--- src/sv/acrfd_pkg.sv ---
// acrfd_pkg: constants, result codes and code lookup functions for the remote frame decoder
// no dependencies; imported by ac_remote_frame_decoder and tb
`timescale 1ns / 1ps

package acrfd_pkg;

  // frame layout
  localparam logic [3:0] PosHdr0     = 4'd0;
  localparam logic [3:0] PosHdr1     = 4'd1;
  localparam logic [3:0] PosHdr2     = 4'd2;
  localparam logic [3:0] PosTemp     = 4'd4;
  localparam logic [3:0] PosPower    = 4'd5;
  localparam logic [3:0] PosModeFan  = 4'd6;
  localparam logic [3:0] PosFlap     = 4'd8;
  localparam logic [3:0] PosChecksum = 4'd12;
  localparam logic [3:0] PosMax      = 4'd15;

  localparam logic [7:0] Hdr0Byte = 8'hAA;
  localparam logic [7:0] Hdr1Byte = 8'h5A;
  localparam logic [7:0] Hdr2Byte = 8'hCF;

  localparam logic [8:0] TempOffset   = 9'd17;
  localparam logic [8:0] TempMaintain = 9'd10;

  typedef enum logic [1:0] {
    PowerUnknown  = 2'd0,
    PowerOff      = 2'd1,
    PowerOn       = 2'd2,
    PowerTimerOff = 2'd3
  } power_e;

  typedef enum logic [2:0] {
    ModeUnknown  = 3'd0,
    ModeMaintain = 3'd1,
    ModeHeat     = 3'd2,
    ModeCool     = 3'd3,
    ModeDry      = 3'd4,
    ModeIon      = 3'd5
  } mode_e;

  typedef enum logic [2:0] {
    FanUnknown = 3'd0,
    FanAuto    = 3'd1,
    FanSpeed1  = 3'd2,
    FanSpeed2  = 3'd3,
    FanSpeed3  = 3'd4,
    FanSpeed4  = 3'd5
  } fan_e;

  typedef enum logic [2:0] {
    FlapUnknown    = 3'd0,
    FlapAuto       = 3'd1,
    FlapTop        = 3'd2,
    FlapTopMiddle  = 3'd3,
    FlapMiddle     = 3'd4,
    FlapMiddleDown = 3'd5,
    FlapDown       = 3'd6
  } flap_e;

  function automatic power_e power_code(input logic [7:0] b);
    power_e code;
    unique case (b)
      8'h21:   code = PowerOff;
      8'h31:   code = PowerOn;
      8'h81:   code = PowerTimerOff;
      default: code = PowerUnknown;
    endcase
    return code;
  endfunction

  function automatic mode_e mode_code(input logic [7:0] b, input logic [7:0] temp);
    mode_e code;
    unique case (b[3:0])
      4'h1:    code = (temp == 8'd0) ? ModeMaintain : ModeHeat;
      4'h2:    code = ModeCool;
      4'h3:    code = ModeDry;
      4'h4:    code = ModeIon;
      default: code = ModeUnknown;
    endcase
    return code;
  endfunction

  function automatic fan_e fan_code(input logic [7:0] b);
    fan_e code;
    unique case (b[7:4])
      4'h2:    code = FanAuto;
      4'h3:    code = FanSpeed1;
      4'h5:    code = FanSpeed2;
      4'h7:    code = FanSpeed3;
      4'h6:    code = FanSpeed4;
      default: code = FanUnknown;
    endcase
    return code;
  endfunction

  function automatic flap_e flap_code(input logic [7:0] b);
    flap_e code;
    unique case (b[3:0])
      4'h8:    code = FlapAuto;
      4'h9:    code = FlapTop;
      4'hA:    code = FlapTopMiddle;
      4'hB:    code = FlapMiddle;
      4'hC:    code = FlapMiddleDown;
      4'hF:    code = FlapDown;
      default: code = FlapUnknown;
    endcase
    return code;
  endfunction

endpackage

--- src/sv/ac_remote_frame_decoder.sv ---
// ac_remote_frame_decoder: byte-serial decoder for one air-conditioner remote frame
// depends on acrfd_pkg for frame constants and code lookups
//
//   channel | direction | handshake                | payload
//   --------+-----------+--------------------------+--------------------------------------
//   in      | sink      | in_valid_i / in_ready_o   | frame_byte_i, last_byte_i
//   out     | source    | out_valid_o / out_ready_i | recognized_o .. received_checksum_o
//
// one byte is taken per cycle while in_ready_o is high; a transaction carrying the last byte loads the result
// register at that edge, so the result shows in the next cycle
// the frame state and the result register are separate; input stalls whenever a result
// is held and not taken, whatever byte is offered (in_ready_o low while out_valid_o high
// and out_ready_i low); a result taken in the same cycle frees the register at once
// reset clears the frame state and the result valid flag
`timescale 1ns / 1ps

module ac_remote_frame_decoder (
  input  logic                  clk_i,
  input  logic                  rst_ni,
  // byte stream in
  input  logic                  in_valid_i,
  output logic                  in_ready_o,
  input  logic [7:0]            frame_byte_i,
  input  logic                  last_byte_i,
  // decoded frame out
  output logic                  out_valid_o,
  input  logic                  out_ready_i,
  output logic                  recognized_o,
  output logic [1:0]            power_state_o,
  output logic [2:0]            operating_mode_o,
  output logic [8:0]            temperature_o,
  output logic [2:0]            fan_setting_o,
  output logic [2:0]            flap_position_o,
  output logic                  checksum_ok_o,
  output logic [3:0]            computed_checksum_o,
  output logic [3:0]            received_checksum_o
);

  import acrfd_pkg::*;

  // frame state
  logic [3:0] pos_q, pos_d;
  logic       hdr_ok_q, hdr_ok_d;
  logic [7:0] acc_q, acc_d;
  logic [7:0] temp_byte_q, temp_byte_d;
  logic [7:0] power_byte_q, power_byte_d;
  logic [7:0] mode_fan_byte_q, mode_fan_byte_d;
  logic [7:0] flap_byte_q, flap_byte_d;

  // result register
  logic       out_valid_q, out_valid_d;
  logic       recog_q, recog_d;
  logic [1:0] power_q, power_d;
  logic [2:0] mode_q, mode_d;
  logic [8:0] temp_q, temp_d;
  logic [2:0] fan_q, fan_d;
  logic [2:0] flap_q, flap_d;
  logic       csum_ok_q, csum_ok_d;
  logic [3:0] csum_calc_q, csum_calc_d;
  logic [3:0] csum_recv_q, csum_recv_d;

  logic       in_fire;
  logic       load_result;
  logic       hdr_now;
  logic [7:0] acc_now;
  logic [3:0] calc_nib;
  logic [3:0] recv_nib;

  // a held result blocks input only because a last byte would overwrite it
  assign in_ready_o  = !out_valid_q || out_ready_i;
  assign in_fire     = in_valid_i && in_ready_o;
  assign load_result = in_fire && last_byte_i;

  always_comb begin
    // header check on bytes 0..2
    hdr_now = hdr_ok_q;
    if ((pos_q == PosHdr0 && frame_byte_i != Hdr0Byte) ||
        (pos_q == PosHdr1 && frame_byte_i != Hdr1Byte) ||
        (pos_q == PosHdr2 && frame_byte_i != Hdr2Byte)) begin
      hdr_now = 1'b0;
    end

    // running xor: whole bytes up to 11, low nibble of byte 12, nothing after
    priority if (pos_q < PosChecksum) begin
      acc_now = acc_q ^ frame_byte_i;
    end else if (pos_q == PosChecksum) begin
      acc_now = acc_q ^ {4'h0, frame_byte_i[3:0]};
    end else begin
      acc_now = acc_q;
    end

    calc_nib = acc_now[7:4] ^ acc_now[3:0];
    recv_nib = frame_byte_i[7:4];

    // field capture
    temp_byte_d     = (pos_q == PosTemp)    ? frame_byte_i : temp_byte_q;
    power_byte_d    = (pos_q == PosPower)   ? frame_byte_i : power_byte_q;
    mode_fan_byte_d = (pos_q == PosModeFan) ? frame_byte_i : mode_fan_byte_q;
    flap_byte_d     = (pos_q == PosFlap)    ? frame_byte_i : flap_byte_q;
    hdr_ok_d        = hdr_now;
    acc_d           = acc_now;
    pos_d           = (pos_q == PosMax) ? pos_q : pos_q + 4'd1;

    // a last byte returns the frame state to its reset value
    if (last_byte_i) begin
      pos_d           = '0;
      hdr_ok_d        = 1'b1;
      acc_d           = '0;
      temp_byte_d     = '0;
      power_byte_d    = '0;
      mode_fan_byte_d = '0;
      flap_byte_d     = '0;
    end

    // result fields; all zero unless 13 bytes with a good header
    recog_d     = 1'b0;
    power_d     = '0;
    mode_d      = '0;
    temp_d      = '0;
    fan_d       = '0;
    flap_d      = '0;
    csum_ok_d   = 1'b0;
    csum_calc_d = '0;
    csum_recv_d = '0;
    if (pos_q == PosChecksum && hdr_ok_q) begin
      recog_d     = 1'b1;
      power_d     = power_code(power_byte_q);
      mode_d      = mode_code(mode_fan_byte_q, temp_byte_q);
      temp_d      = (temp_byte_q == 8'd0) ? TempMaintain : {1'b0, temp_byte_q} + TempOffset;
      fan_d       = fan_code(mode_fan_byte_q);
      flap_d      = flap_code(flap_byte_q);
      csum_ok_d   = (calc_nib == recv_nib);
      csum_calc_d = calc_nib;
      csum_recv_d = recv_nib;
    end

    // result valid: set by a last byte, dropped when taken
    priority if (load_result) begin
      out_valid_d = 1'b1;
    end else if (out_ready_i) begin
      out_valid_d = 1'b0;
    end else begin
      out_valid_d = out_valid_q;
    end
  end

  always_ff @(posedge clk_i or negedge rst_ni) begin
    if (!rst_ni) begin
      pos_q           <= '0;
      hdr_ok_q        <= 1'b1;
      acc_q           <= '0;
      temp_byte_q     <= '0;
      power_byte_q    <= '0;
      mode_fan_byte_q <= '0;
      flap_byte_q     <= '0;
      out_valid_q     <= 1'b0;
    end else begin
      out_valid_q <= out_valid_d;
      if (in_fire) begin
        pos_q           <= pos_d;
        hdr_ok_q        <= hdr_ok_d;
        acc_q           <= acc_d;
        temp_byte_q     <= temp_byte_d;
        power_byte_q    <= power_byte_d;
        mode_fan_byte_q <= mode_fan_byte_d;
        flap_byte_q     <= flap_byte_d;
      end
    end
  end

  // result payload, no reset needed
  always_ff @(posedge clk_i) begin
    if (load_result) begin
      recog_q     <= recog_d;
      power_q     <= power_d;
      mode_q      <= mode_d;
      temp_q      <= temp_d;
      fan_q       <= fan_d;
      flap_q      <= flap_d;
      csum_ok_q   <= csum_ok_d;
      csum_calc_q <= csum_calc_d;
      csum_recv_q <= csum_recv_d;
    end
  end

  assign out_valid_o         = out_valid_q;
  assign recognized_o        = recog_q;
  assign power_state_o       = power_q;
  assign operating_mode_o    = mode_q;
  assign temperature_o       = temp_q;
  assign fan_setting_o       = fan_q;
  assign flap_position_o     = flap_q;
  assign checksum_ok_o       = csum_ok_q;
  assign computed_checksum_o = csum_calc_q;
  assign received_checksum_o = csum_recv_q;

endmodule

--- config.mk ---
export PLATFORM = sky130hd
export DESIGN_NAME = ac_remote_frame_decoder
export DESIGN_NICKNAME = d
export VERILOG_FILES = /design/src/sv/acrfd_pkg.sv /design/src/sv/ac_remote_frame_decoder.sv
export SDC_FILE = /design/constraint.sdc
export NUM_CORES = 1
export LEC_CHECK = 0
export BUFFER_PORTS_ARGS = -buffer_cell sky130_fd_sc_hd__buf_2
export CORE_MARGIN = 2
export CORE_UTILIZATION = 35
export CTS_CLUSTER_DIAMETER = 50
export DETAILED_ROUTE_END_ITERATION = 10
export HOLD_SLACK_MARGIN = 0.06
export SYNTH_ARGS = -nofsm -noshare
export SYNTH_HDL_FRONTEND = slang
export SYNTH_SLANG_ARGS = --single-unit
--- constraint.sdc ---
create_clock -name clk_i -period 1.7 [get_ports clk_i]
set_input_delay 0.085 -clock clk_i [delete_from_list [all_inputs] [get_ports clk_i]]
set_output_delay 0.085 -clock clk_i [all_outputs]
set_load 0.01 [all_outputs]
**Yosys cells after proc, flatten, opt, wreduce, memory -nomap -nowiden**

Cells that the tools add are included.

- Register bits after elaboration: 72
- Input bits: 13
- Output and inout bits: 32
- Logic and storage cells: 105

- Add/sub/neg operators: 2
- Order comparisons: 1
- Eq/ne operators: 31
- Muxes and demuxes: 24
- Bitwise logic cells: 4
- Reduce and logical (&&, ||, !) cells: 25

Operator list:

| operator | number |
|---|---|
| two-way mux 8 bit | 9 |
| equality test 4 bit, second input constant | 9 |
| equality test 4 x 3 -> 1 bit, second input constant | 7 |
| equality test 4 x 2 -> 1 bit, second input constant | 5 |
| two-way mux 4 bit | 5 |
| case mux 3 bit (6 select lines) | 1 |
| equality test 8 x 6 -> 1 bit, second input constant | 2 |
| inequality test 8 bit, second input constant | 2 |
| case mux 3 bit (5 select lines) | 1 |
| case mux 3 bit (4 select lines) | 1 |
| AND reduction 2 bit | 6 |
| nonzero test 2 bit | 6 |
| adder 8 x 5 -> 9 bit, second input constant | 1 |
| equality test 4 x 1 -> 1 bit, second input constant | 2 |
| equality test 8 bit, second input constant | 1 |
| logical NOT 8 bit | 1 |
| inequality test 8 x 7 -> 1 bit, second input constant | 1 |
| bitwise XOR 8 x 4 -> 8 bit | 1 |
| bitwise XOR 8 bit | 1 |
| logical AND 1 bit | 6 |
| case mux 2 bit (3 select lines) | 1 |
| two-way mux 1 bit | 5 |
| adder 4 x 1 -> 4 bit, second input constant | 1 |
| equality test 4 bit | 1 |
| other kinds (9) | 11 |

**Depth between registers and ports, before layout**

- Depth in word-level cells: 6
- Mapped depth: 8
- Mapped depth without buffers: 7

**Worst setup path before layout**

Ideal clock, no wire load.

- Path type: flip-flop to flip-flop
- From: reg out_valid_q, in the netlist out_valid_o
- To: reg csum_ok_q, in the netlist checksum_ok_o (enable)
- Setup time: 385 ps
- Arrival: 1554 ps
- Data required time: 1315 ps
- Slack: -239 ps
- Cell stages (with the launch flop): 6
- Buffers on the path: 1
- Period minus slack after synthesis: 1939 ps
- Path through: dfrtp_1 -> nand2b_2 -> and2_1 -> buf_2 -> nand2_1 -> inv_1

- Longest elaborated chain between the ends: 4

Ends and longest elaborated chain:

| element | line | RTL |
|---|---|---|
| start, declared | ac_remote_frame_decoder.sv:51 | `logic out_valid_q, out_valid_d;` |
| start signal, assigned | ac_remote_frame_decoder.sv:158 | `out_valid_q <= out_valid_d;` |
| logical NOT 1 bit | ac_remote_frame_decoder.sv:70 | `assign in_ready_o = !out_valid_q \|\| out_ready_i;` |
| logical OR 1 bit | ac_remote_frame_decoder.sv:70 |  |
| via in_ready_o | ac_remote_frame_decoder.sv:22 | `output logic in_ready_o,` |
| logical AND 1 bit | ac_remote_frame_decoder.sv:71 | `assign in_fire = in_valid_i && in_ready_o;` |
| logical AND 1 bit | ac_remote_frame_decoder.sv:72 | `assign load_result = in_fire && last_byte_i;` |
| via load_result | ac_remote_frame_decoder.sv:63 | `logic load_result;` |
| end signal, assigned | ac_remote_frame_decoder.sv:180 | `csum_ok_q <= csum_ok_d;` |
| end, declared | ac_remote_frame_decoder.sv:58 | `logic csum_ok_q, csum_ok_d;` |

The timed path passes the listed nets, and every way through them passes these cells.
A chain may end at the register's enable or synchronous reset.

**Worst setup path after layout**

- From: reg temp_byte_q[1]
- To: reg mode_q[0], in the netlist operating_mode_o[0], data pin

- Longest elaborated chain between the ends: 3

Ends and longest elaborated chain:

| element | line | RTL |
|---|---|---|
| start, declared | ac_remote_frame_decoder.sv:45 | `logic [7:0] temp_byte_q, temp_byte_d;` |
| start signal, assigned | ac_remote_frame_decoder.sv:163 | `temp_byte_q <= temp_byte_d;` |
| logical NOT 8 bit | acrfd_pkg.sv:74 | `4'h1: code = (temp == 8'd0) ? ModeMaintain : ModeHeat;` |
| two-way mux 2 bit | acrfd_pkg.sv:74 |  |
| case mux 3 bit (4 select lines) | acrfd_pkg.sv:73 | `unique case (b[3:0])` |
| end signal, assigned | ac_remote_frame_decoder.sv:176 | `mode_q <= mode_d;` |
| end, declared | ac_remote_frame_decoder.sv:54 | `logic [2:0] mode_q, mode_d;` |

No other way between the ends.

==> key figures <==
Worst setup path
  – Crit path kind: reg2reg
  – Req. time, crit path: roughly 1.9 ns
  – R2R Path Start: temp_byte_q[1]
  – Reg-to-Reg End: operating_mode_o[0]
  – Critical path endpoint category: flip-flop
  – Crit path max fanout: 5
  – Crit path arrival time: between 1.5 and 2 ns
  – Cell family with most CP delay: simple AND/OR/NAND/NOR gates
  – CP bufs+invs: 1
  – Worst setup endpoint: operating_mode_o[0]
  – CP max stage cell: dfrtp_2
  – Cells along the critical path: inv_1 -> ha_1 -> nor4b_4 -> nand2_2 -> o32a_1 -> nor3_2
  – CP Launch Type: flip-flop
  – CP startpoint: temp_byte_q[1]
  – Slowest Stage Delay on Critical Path: approximately 0.45 ns
  – CP Depth: 6
  – R2r setup slk: approximately 0.11 ns
  – R2R cell count: 6

Yosys
  – Synthesized instance count: 336
  – Syn_area_per_cell: 10.6 um2
  – Post-synth top flop: dfrtp_1
  – Number of synthesized flops with an enable pin: 30
  – Sequential-to-total area share from yosys stat: between 50% and 60%
  – Ys async rst share: roughly three fifths
  – Post-synthesis register bit count: 72
  – Distinct cells, synth: 49
  – Syn. warnings: 0
  – Syn_nets: between 300 and 400
  – Cell Area, Synth: between 0.003 and 0.004 mm2

Floorplanning
  – Site row count: 36
  – Starting density of the core: roughly 36%
  – I/O pin cnt: 45
  – Die ar.: ~0.011 mm2
  – Die X: approximately 100 um
  – Die Span Y: approximately 100 um
  – Core area: about 0.0098 mm2

Run status
  – Outcome: completed

Power
  – P per Cell Area: around 1100 mW/mm2
  – Pwr Total: approximately 0.0046 W
  – VDD IR max: about 330 uV
  – Leakage: about 1.9 nW

STA
  – Final setup violation count: 0
  – Slew HR: 52.0%
  – Crit path time final: roughly 1.6 ns
  – Final Hold Viols: 0
  – Fmax: ~630 MHz
  – Pins Over Slew Limit: 0
  – Worst Skew: 0.00816 ns
  – Tcrit/Tclk final: between 90% and 100%
  – Hold Slack: 0.0988 ns
  – Worst-margin pin slew: 0.720 ns

GRT
  – Gr usage total: 15.8%
  – First-pass GRT wire length: 13300 um
  – Initial antenna violation count: 0
  – Total gr overflow: 0
  – Vias in the first global route: around 2.6k
  – Largest net degree at the start of global routing: 32

Final layout
  – Ant. Diodes: 0
  – Util after Layout: between 40% and 50%
  – Final instance area: between 0.004 and 0.005 mm2
  – Area growth syn-to-layout: 22.3%
  – Most common cell after layout, fill and taps aside: buf_2
  – # nets final: about 420
  – Share of layout cells above drive strength 1: between 20% and 30%
  – Most frequent cells in the layout: buf_2, dfrtp_1, nand2_1, edfxtp_1, nor2_1

CTS
  – TritonCTS Buffers: 9
  – Clk root buf: clkbuf_8
  – Clock Tree Buf Depth: 2
  – TritonCTS clock tree: built
  – Skew-Pair Late Insertion Delay: between 0.3 and 0.4 ns
  – H-tree depth: 3
  – Clock-pin slew on the worst setup and hold paths: 0.08 ns
  – CTS sink count: 72

Placed design
  – Placed Area: roughly 0.004 mm2
  – Input/output buffers: 44
  – Gpl congestion: approximately 0.83
  – DPL Wire Length: ~5700 um

Drt
  – DR vias/cell: just over 5
  – Post-DR wirelength/cell: 15.4 um
  – Residual DRC: 0
  – Total wire length: slightly above 8000 um
  – Initial DRT Pass Iterations: 4
  – Final ANT Viol Nets: 0
  – Drt first-iter violations: approximately 210
  – Detailed-route via count: 2750

Min path
  – HP Class: in2reg

Run
  – Max-cap check violation count: 0
-- worst register-to-register path: stages (launching register included) --
cell and delay (ns):
dfrtp_2 0.45, inv_1 0.07, ha_1 0.13, nor4b_4 0.21
nand2_2 0.15, o32a_1 0.33, nor3_2 0.11
-- metal layers --
metal,part of all wire [%],vias up,global-route usage (%)
li1,-,1332,-
met1,43,1342,19.2
met2,50,63,26.5
met3,4.7,13,3.87
met4,2.2,0,7.24
met5,0,-,0
-- layout make-up --
cell class	count	area (um2)
clock buffer	10	128
multi-input combinational	231	1520
fill	959	5470
inverter	11	45.0
timing repair buffer	72	450
tap	133	166
sequential	72	1960
clock inverter	6	85.1
-- through the flow --
step | worst slack [ns] | instances | setup TNS, ns
final | 0.114 | 535 | 0
after global routing | -0.0119 | 535 | -0.0119
after CTS | 0.0362 | 535 | 0
after detailed placement | -0.0124 | 516 | -0.0124
after global placement | 0.0512 | 516 | 0
after floorplan | 0.00244 | 336 | 0
-- cell families (layout without fill, tap and decap cells) --
family                     after synthesis  in the layout  share of synthesized area, %
buffers and inverters                   33             99                          3.98
and+or+nand+nor                        114            114                          15.8
xor gates and xnor gates                20             20                          4.93
adders and majority gates                6              6                          2.11
DFF                                     72             72                          55.0
muxes                                    9              9                          2.57
AOI/OAI and AO/OA                       82             82                          15.6
-- registers in the layout (all words and copies together), names as in the netlist, 8 cells and up --
signal and flops:
temperature_o 9, acc_q 8, power_byte_q 8, mode_fan_byte_q 8, temp_byte_q 8
-- power breakdown --
group	internal, W	switching [W]
Combinational	0.000431	0.000486
Sequential	0.00198	0.000198
Clock	0.000821	0.000662
-- worst min-delay path by stage --
stage	startpoint	to	depth (start not counted)	slack, ns
after floorplan	rst_ni	acc_q[0]	0	-0.21
after global placement	rst_ni	temp_byte_q[1]	1	0.18
after detailed placement	rst_ni	temp_byte_q[2]	1	0.18
after CTS	frame_byte_i[5]	temp_byte_q[5]	2	0.08
after global routing	frame_byte_i[5]	power_byte_q[5]	2	0.1
final	frame_byte_i[5]	temp_byte_q[5]	2	0.1
-- cell usage after synthesis, drive strengths merged, types with 2 or more instances --
library cell / n / area share, %
dfrtp: 41 / 29
nand2: 38 / 4.2
edfxtp: 30 / 25
nor2: 27 / 2.9
a21oi: 21 / 3.1
a22o: 20 / 4.9
o21ai: 19 / 2.7
clkbuf: 13 / 1.4
nor3: 13 / 1.8
xnor2: 13 / 3.2
inv: 11 / 1.2
nand3: 11 / 1.8
buf: 9 / 1.4
mux2i: 8 / 2.3
xor2: 7 / 1.7
and2: 6 / 1.1
ha: 6 / 2.1
nand4: 4 / 0.70
nor3b: 4 / 0.85
a21o: 3 / 0.63
and3: 3 / 0.53
nor4: 3 / 0.70
o31ai: 3 / 0.63
a31oi: 2 / 0.35
nand2b: 2 / 0.42
o21a: 2 / 0.42
o221ai: 2 / 0.49
o41ai: 2 / 0.49
-- repair_timing --
item | CTS | global route
setup buffers | 0 | 0
setup endpoints to repair | 1 | 20
hold buffers | 3 | 0
endpoints found under the hold margin | 31 | 0
resized for setup | 1 | 11
pin swaps | 0 | 3
Power figures use the tool's default switching activity.
